<file path="src/hw/rtl/bpdc_pkg.sv">
package bpdc_pkg;

    // Curve configuration
    localparam int MAX_POINTS = 4;
    localparam int COORD_BITS = 16;
    localparam int NUM_CP     = 4;
    localparam int CP_HALF    = 16;
    localparam int CW         = (COORD_BITS < CP_HALF) ? COORD_BITS : CP_HALF;

    // Field widths
    localparam int CFG_W     = 32;
    localparam int CFG_IDX_W = 3;
    localparam int CP_IDX_W  = $clog2(NUM_CP);
    localparam int PC_W      = 3;
    localparam int LEN_W     = 24;
    localparam int DIST_W    = 24;
    localparam int POS_W     = 24;
    localparam int FRAC_W    = 8;

    // Curve parameter t, unsigned Q1.16
    localparam int T_FRAC = 16;
    localparam int T_W    = T_FRAC + 1;
    localparam int T_ONE  = 1 << T_FRAC;

    localparam int CNT_W  = $clog2(MAX_POINTS + 1);
    localparam int LEVELS = MAX_POINTS - 1;

    // Register indexes
    localparam logic [CFG_IDX_W-1:0] REG_CP0          = 3'd0;
    localparam logic [CFG_IDX_W-1:0] REG_CP3          = 3'd3;
    localparam logic [CFG_IDX_W-1:0] REG_POINT_COUNT  = 3'd4;
    localparam logic [CFG_IDX_W-1:0] REG_TOTAL_LENGTH = 3'd5;

    typedef logic signed [POS_W-1:0] t_coord;
    typedef t_coord t_pts [MAX_POINTS];

    typedef struct packed {
        logic             valid;
        logic             clamped;
        logic             invalid;
        logic [CNT_W-1:0] n_pts;
    } t_ctrl;

    // Sign-extend the low CW bits of a coordinate half and scale to Q.8
    function automatic t_coord coord_of(input logic [CP_HALF-1:0] half);
        logic signed [CW-1:0] v;
        v = half[CW-1:0];
        return t_coord'(v) <<< FRAC_W;
    endfunction

endpackage

</file>
<file path="src/hw/rtl/bpdc_div.sv">
module bpdc_div (
    input  logic                         i_clk,
    input  logic                         i_rst_n,
    input  bpdc_pkg::t_ctrl              i_ctrl,
    input  logic                         i_t_one,
    input  logic [bpdc_pkg::DIST_W-1:0]  i_dist,
    input  logic [bpdc_pkg::LEN_W-1:0]   i_len,
    output bpdc_pkg::t_ctrl              o_ctrl,
    output logic [bpdc_pkg::T_W-1:0]     o_t
);
    import bpdc_pkg::*;

    localparam int STEPS = T_FRAC;
    localparam int REM_W = LEN_W + 1;

    t_ctrl             r_ctrl [STEPS];
    logic              r_one  [STEPS];
    logic [REM_W-1:0]  r_rem  [STEPS];
    logic [T_FRAC-1:0] r_q    [STEPS];

    // One quotient bit per stage; the remainder stays below the divisor
    for (genvar g = 0; g < STEPS; g++) begin : g_step
        t_ctrl             p_ctrl;
        logic              p_one;
        logic [REM_W-1:0]  p_rem;
        logic [T_FRAC-1:0] p_q;
        logic [REM_W-1:0]  sh;
        logic [REM_W-1:0]  n_rem;
        logic [T_FRAC-1:0] n_q;
        logic              ge;

        if (g == 0) begin : g_first
            assign p_ctrl = i_ctrl;
            assign p_one  = i_t_one;
            assign p_rem  = i_t_one ? '0 : REM_W'(i_dist);
            assign p_q    = '0;
        end else begin : g_next
            assign p_ctrl = r_ctrl[g-1];
            assign p_one  = r_one[g-1];
            assign p_rem  = r_rem[g-1];
            assign p_q    = r_q[g-1];
        end

        always_comb begin
            sh    = {p_rem[REM_W-2:0], 1'b0};
            ge    = (sh >= REM_W'(i_len));
            n_rem = ge ? (sh - REM_W'(i_len)) : sh;
            n_q   = {p_q[T_FRAC-2:0], ge};
        end

        always_ff @(posedge i_clk) begin
            if (!i_rst_n) begin
                r_ctrl[g] <= '0;
            end else begin
                r_ctrl[g] <= p_ctrl;
            end
        end

        always_ff @(posedge i_clk) begin
            r_one[g] <= p_one;
            r_rem[g] <= n_rem;
            r_q[g]   <= n_q;
        end
    end

    assign o_ctrl = r_ctrl[STEPS-1];
    assign o_t    = r_one[STEPS-1] ? T_W'(T_ONE) : T_W'(r_q[STEPS-1]);

endmodule

</file>
<file path="config.mk">
export PLATFORM = sky130hd
export DESIGN_NAME = bpdc_div
export DESIGN_NICKNAME = d
export VERILOG_FILES = /design/src/hw/rtl/bpdc_pkg.sv /design/src/hw/rtl/bpdc_div.sv
export SDC_FILE = /design/constraint.sdc
export NUM_CORES = 1
export LEC_CHECK = 0
export ABC_AREA = 1
export BUFFER_PORTS_ARGS = -buffer_cell sky130_fd_sc_hd__buf_2
export CORE_ASPECT_RATIO = 1.4
export CORE_UTILIZATION = 55
export CTS_BUF_LIST = sky130_fd_sc_hd__clkbuf_2 sky130_fd_sc_hd__clkbuf_4 sky130_fd_sc_hd__clkbuf_8
export DETAILED_ROUTE_END_ITERATION = 8
export PLACE_DENSITY = 0.71
export SYNTH_ARGS = -nofsm -noshare
export SYNTH_HDL_FRONTEND = slang
export SYNTH_SLANG_ARGS = --single-unit
</file>
<file path="constraint.sdc">
create_clock -name i_clk -period 3.2 [get_ports i_clk]
set_input_delay 0.64 -clock i_clk [delete_from_list [all_inputs] [get_ports i_clk]]
set_output_delay 0.64 -clock i_clk [all_outputs]
set_load 0.1 [all_outputs]
</file>
Yosys cells after proc, flatten, opt, wreduce, memory -nomap -nowiden --
Memories as Yosys holds them, arrays and structs flattened. Cells that the tools add are included.
Word-level totals: flip-flop bits (word level) 0, RAM bits 768, output and inout port bits 23, memories 4
Operators by class: add/subtract/negate cells 16, $lt $le $gt $ge 16, multiplexer cells 36, bitwise gates (word level) 16
Memory list:
- r_rem | depth 16, bits a word 25, rd ports 15, clocked after memory_dff 0, wr ports 16, RTL line bpdc_div.sv:18 | logic [REM_W-1:0] r_rem [STEPS];
- r_q | depth 16, bits a word 16, rd ports 16, clocked after memory_dff 0, wr ports 16, RTL line bpdc_div.sv:19 | logic [T_FRAC-1:0] r_q [STEPS];
- r_ctrl | depth 16, bits a word 6, rd ports 16, clocked after memory_dff 0, wr ports 16, RTL line bpdc_div.sv:16 | t_ctrl r_ctrl [STEPS];
- r_one | depth 16, bits a word 1, rd ports 16, clocked after memory_dff 0, wr ports 16, RTL line bpdc_div.sv:17 | logic r_one [STEPS];
Operators with widths (count):
- $ge A25 B24 Y1 | 16
- $mux W25 | 16
- $sub A25 B24 Y25 | 16
- $mux W6 | 16
- $mux W24 | 1
- $mux W17 | 1
- $or A1 B1 Y1 | 16
- $mux W1 | 2

Logic depth before layout (Yosys ltp) --
Gate-level depths: netlist of run 1.
word-level depth 3, depth in mapped cells 17

Least setup slack after synthesis of run 1 --
No wires, ideal clock.
path type flip-flop to output port, from memory r_one[15][0], in the netlist r_one[1][7], to output o_t[10] (netlist bit), arrival 2.399 ns, data required time 2.560 ns, path slack 0.161 ns, stages on the path, launching flop included 4, cells stage by stage dfxtp_1 -> clkbuf_1 -> clkbuf_1 -> nor2_1
RTL lines:
- start, declared | RTL line bpdc_div.sv:17
- end, declared | RTL line bpdc_div.sv:9 | output logic [bpdc_pkg::T_W-1:0] o_t

==> flow_summary.json, run 1 <==
{
  "async_flop_share_pct": 0,
  "cpPeakStageDelay_ps": 440,
  "post_cts_buffers": 0,
  "crit_required_ps": 2560,
  "leakagePower_nw": 23.6,
  "ant_nets": 0,
  "port_buffers": 79,
  "routed_wl_mm": 130,
  "drt_first_pass_iters": 6,
  "holdCritPathClass": "in -> reg",
  "path_class": "reg -> out",
  "met3_length_mm": 6.42,
  "top_layer_used": "met5",
  "grt_setup_unrepaired": "false",
  "vias": 39200,
  "wl_met1_mm": 49.0,
  "grtUsageTotal_pct": 34.1,
  "grt_overflow": 0,
  "syn_to_final_growth_pct": 11.4,
  "worst-path-buf-inv": 2,
  "worst_slew_pin_slew_ps": 699,
  "grt_max_degree": 58,
  "wl_met2_mm": 63.3,
  "cts_tree": "yes",
  "final-hold-violation-count": 0,
  "fin_cells": 7097,
  "grt_pass1_wl_mm": 201,
  "final.setup.tns_ps": 0,
  "ys_warn_count": 0,
  "boundaryPins": 80,
  "finalMaxSlewViolations": 0,
  "core_um2": 73800,
  "yosysTopAreaCellShare_pct": 29.7,
  "ctsRootBufferMaster": "clkbuf_8",
  "cts_hold_buf": 5,
  "postCtsResizedCells": 0,
  "peakVddDrop_mv": 0.548,
  "ys_ff_latch": 608,
  "fin_skew_ps": 51.4,
  "gp_congestion": 1.01,
  "die_w_um": 233,
  "relSlewSlack_pct": 53.1,
  "syn_nets": 6304,
  "worst_setup_path_end_kind": "output pin",
  "period_share_pct": 81.2,
  "worst_hold_slack_ps": 83.9,
  "arrival_ps": 1960,
  "cts_made_buffers": 96,
  "wl_per_cell_um": 18.3,
  "clk_path_buf_depth": 3,
  "synth-edff-count": 0,
  "dp.cells": 6924,
  "synth_top_area_cell": "dfxtp_1",
  "drv_cap": 0,
  "floorplan.initialDensity_pct": 55.5,
  "synth-seq-area-share_pct": 29.7,
  "path_clk_slew_ps": 60,
  "p_per_area_nw_per_um2": 1100,
  "slowest_stage": "buf_2",
  "setup.worst_path.start_class": "register",
  "yosys_most_used_dff": "dfxtp_1",
  "final_cell_mix": "nand2_1, inv_1, dfxtp_1",
  "synth_area_leaders": "dfxtp_1, nand2_1, ha_1",
  "path_delay_family": "buffers and inverters",
  "clock_latency_ps": 780,
  "viasPerCell": 5.53,
  "dieHeight_um": 325,
  "h-tree-depth": 3,
  "drc_errors": 0,
  "path_max_fanout": 17,
  "status": "finished, final reports clean",
  "layout-drive-gt1-share_pct": 9.60,
  "die-area_um2": 75500,
  "netlist_area_um2": 40900,
  "place_hpwl_mm": 99.6,
  "finalInstanceArea_um2": 45600,
  "antenna_found_initial": 3,
  "fmaxAchievable_ghz": 0.385,
  "cts.sinks": 608,
  "layout.nets": 6522,
  "synth_cells": 5849,
  "drt_iter0_drc": 2506,
  "syn_avg_cell_area_um2": 7.00,
  "placed_cell_area_um2": 43200,
  "rows": 118,
  "setup_viol_count_final": 0,
  "grt_pass1_vias": 38600,
  "layout_commonest_cell": "nand2_1",
  "period_needed_ps": 2600,
  "yosysUniqueCellTypes": 48,
  "crit_chain": "buf_4, nor2_1, buf_2"
}
## cells in the mapped netlist (all sizes together), types with 3 or more instances
library cell / instances
or2: 20
xnor2: 62
nand4: 236
inv: 816
nor3: 93
a21o: 35
dfxtp: 608
buf: 62
a21oi: 464
nor3b: 4
nor4: 5
nand3: 345
ha: 383
o21a: 22
a21boi: 23
xor2: 191
o21ai: 418
a211oi: 3
nand2: 1517
nor2: 438
fa: 15
o21bai: 31
nand3b: 32
clkbuf: 24
## state kept, by name, indices dropped and copies added, names as in the netlist
signal	cells
r_rem	360
r_ctrl	96
r_one	16
r_q	136
## worst reg2reg max path, stage by stage (launching register included)
cell and delay (ps):
dfxtp_1 450, ha_1 340, a21oi_1 200, nand2_2 120, nand2_1 80, nand2_1 70
nand2_1 80, nand2_2 100, nand3_4 150, nand3_2 150, buf_12 190, o21ai_0 330
## through the flow
step / util, % / worst slack [ps] / total power [mW]
after floorplan: - / 161 / 34.3
after global placement: 58.6 / 158 / 41.7
after detailed placement: 58.6 / 111 / 42.0
after CTS: 61.8 / 555 / 50.2
after global routing: 61.8 / 498 / 54.6
final: 61.8 / 601 / 50.4
## cells by family after synthesis
family,after synthesis,synth area share [%]
AOI/OAI and AO/OA,997,13.9
buffers and inverters,902,9.15
xor gates and xnor gates,253,5.41
adders and majority gates,398,12.4
and+or+nand+nor,2691,29.4
DFF,608,29.7
## where the power goes
group | switching [mW] | leakage (nW) | total [mW] | internal [mW]
combinational | 19.0 | 17.3 | 29.4 | 10.4
clock | 3.23 | 1.20 | 7.96 | 4.73
sequential | 2.18 | 5.09 | 13.0 | 10.9
total | 24.4 | 23.6 | 50.4 | 26.0
## layout make-up
type,instances,area [um^2]
tap,960,1200
inverter,816,3070
clock buffer,130,1670
fill,7070,28200
sequential,608,12200
timing repair buffer,206,1820
multi-input combinational,4339,25000
clock inverter,35,657
antenna,3,7.51
## worst paths after layout
kind                start           end  slack (ps)  cells after the start
max           r_one[1][7]       o_t[13]         600                      3
min             i_ctrl[5]  r_ctrl[0][5]          80                      3
max reg2reg  r_rem[0][51]  r_rem[0][82]         810                     11
min reg2reg    r_q[11][9]   r_q[12][10]         290                      0
## metal layers
metal  track usage (%)  vias up
li1                  -    19700
met1              36.1    17800
met2              60.2     1253
met3              4.92      488
met4              26.2        2
met5                 0        -
Note: power is estimated with default switching activity, not from simulation.
==> run 2: changes to the inputs <==
clock period = 2.7 ns   (was 3.2 ns; I/O delays follow)
==> run 2 against run 1 <==
Combinational power rose by 33%; sequential cell count did not move; die area did not move; clock-buffer cell count rose by 2.
==> flow_summary.json, run 2 (synthesis gave the netlist of run 1 again) <==
{
  "status": "finished, final reports clean",
  "path_class": "reg -> out",
  "cts_made_buffers": 93,
  "grt_pass1_wl_mm": 209,
  "setup_ws_ps": 168,
  "place_hpwl_mm": 109,
  "postCtsResizedCells": 0,
  "finalPower_mw": 63.7,
  "boundaryPins": 80,
  "period_needed_ps": 2530,
  "final.setup.tns_ps": 0,
  "routed_wl_mm": 135,
  "pwr-share-seq_pct": 24.3,
  "drt_first_pass_iters": 7,
  "switching_power_mw": 29.9,
  "largest_reg_flops": 360,
  "post_cts_buffers": 0,
  "worst_setup_path_end_kind": "output pin",
  "wl_per_cell_um": 18.0,
  "core_um2": 73800,
  "cts_tree": "yes",
  "fin_skew_ps": 70.2,
  "finalMaxSlewViolations": 0,
  "relSlewSlack_pct": 63.3,
  "dieHeight_um": 325,
  "setup.worst_path.start_class": "register",
  "grt_pass1_vias": 40100,
  "gp_congestion": 1.01,
  "path_delay_family": "buffers and inverters",
  "die_w_um": 233,
  "clock_latency_ps": 780,
  "r2r_setup_slack_ps": 350,
  "finalInstanceArea_um2": 49000,
  "p_per_area_nw_per_um2": 1300,
  "layout-drive-gt1-share_pct": 15.5,
  "holdCritPathClass": "in -> reg",
  "layout_commonest_cell": "nand2_1",
  "hold_depth": 1,
  "swShare_pct": 47.0,
  "drc_errors": 0,
  "p_int_mw": 33.8,
  "viasPerCell": 5.37,
  "vias": 40400,
  "floorplan.initialDensity_pct": 55.5,
  "crit_chain": "buf_4, nor2_1, buf_2",
  "ant_nets": 0,
  "period_share_pct": 93.8,
  "layout.nets": 6944,
  "arrival_ps": 1990,
  "leakagePower_nw": 25.7,
  "top_regs": "r_rem: 360 flops, r_q: 136 flops, r_ctrl: 96 flops",
  "rr_worst_depth": 9,
  "dp_slack_ps": -125,
  "worst-path-stages": 3,
  "cts_hold_buf": 6,
  "grt_overflow": 0,
  "h-tree-depth": 3,
  "final_cell_mix": "nand2_1, inv_1, dfxtp_1",
  "crit_required_ps": 2160,
  "worst_slew_pin_slew_ps": 547,
  "cpPeakStageDelay_ps": 450,
  "clk_path_buf_depth": 3,
  "slowest_stage": "buf_2",
  "grtUsageTotal_pct": 35.6,
  "die-area_um2": 75500,
  "grt_max_degree": 41,
  "fmaxAchievable_ghz": 0.395,
  "grt_setup_unrepaired": "false",
  "peakVddDrop_mv": 0.810,
  "setup_viol_count_final": 0,
  "regMostFlops": "r_rem",
  "p_clk_share_pct": 14.2,
  "final-hold-violation-count": 0,
  "port_buffers": 79,
  "path_clk_slew_ps": 70,
  "p_comb_share_pct": 61.4,
  "rows": 118,
  "cts.sinks": 608,
  "worst-path-buf-inv": 2,
  "ctsRootBufferMaster": "clkbuf_8",
  "antenna_found_initial": 1,
  "placed_cell_area_um2": 46700,
  "path_max_fanout": 17,
  "drv_cap": 0,
  "syn_to_final_growth_pct": 19.8,
  "drt_iter0_drc": 2333
}
[run 2: final cells by class]
cell class                 count  area, um^2
timing repair buffer         631        5320
clock inverter                36         558
clock buffer                 132        1690
tap                          960        1200
fill                        6887       24800
antenna                        1        2.50
multi-input combinational   4339       25000
inverter                     816        3070
sequential                   608       12200
[run 2: metrics by stage]
stage / utilization, % / hold WS (ps) / std cells
3_5_place_dp: 63.3 / 312 / 7348
3_3_place_gp: 63.3 / 310 / 7348
4_1_cts: 66.4 / 2.48 / 7522
2_1_floorplan: - / 310 / 5849
6_report: 66.4 / 38.2 / 7523
5_1_grt: 66.4 / 45.4 / 7523
[run 2: path summary, 6_finish.rpt]
check          startpoint           end
max           r_one[1][7]       o_t[15]
min reg2reg    r_q[10][4]    r_q[11][5]
min               i_t_one   r_one[0][0]
max reg2reg  r_rem[0][63]  r_rem[0][84]
[run 2: power by group through the flow]
stage	combinational [mW]	clock (mW)	sequential (mW)
final	39.1	9.07	15.5
after CTS	38.8	9.24	15.4
after detailed placement	38.5	0	15.6
after floorplan	26.4	0	14.2
after global placement	38.1	0	15.6
after global routing	43.6	9.65	15.7
[run 2: layer usage]
metal	vias up	track usage, %	wire length [um]
met3	457	4.20	5430
li1	20500	-	-
met1	18400	37.6	51300
met5	-	0	0
met4	0	24.3	10500
met2	1078	65.0	68000
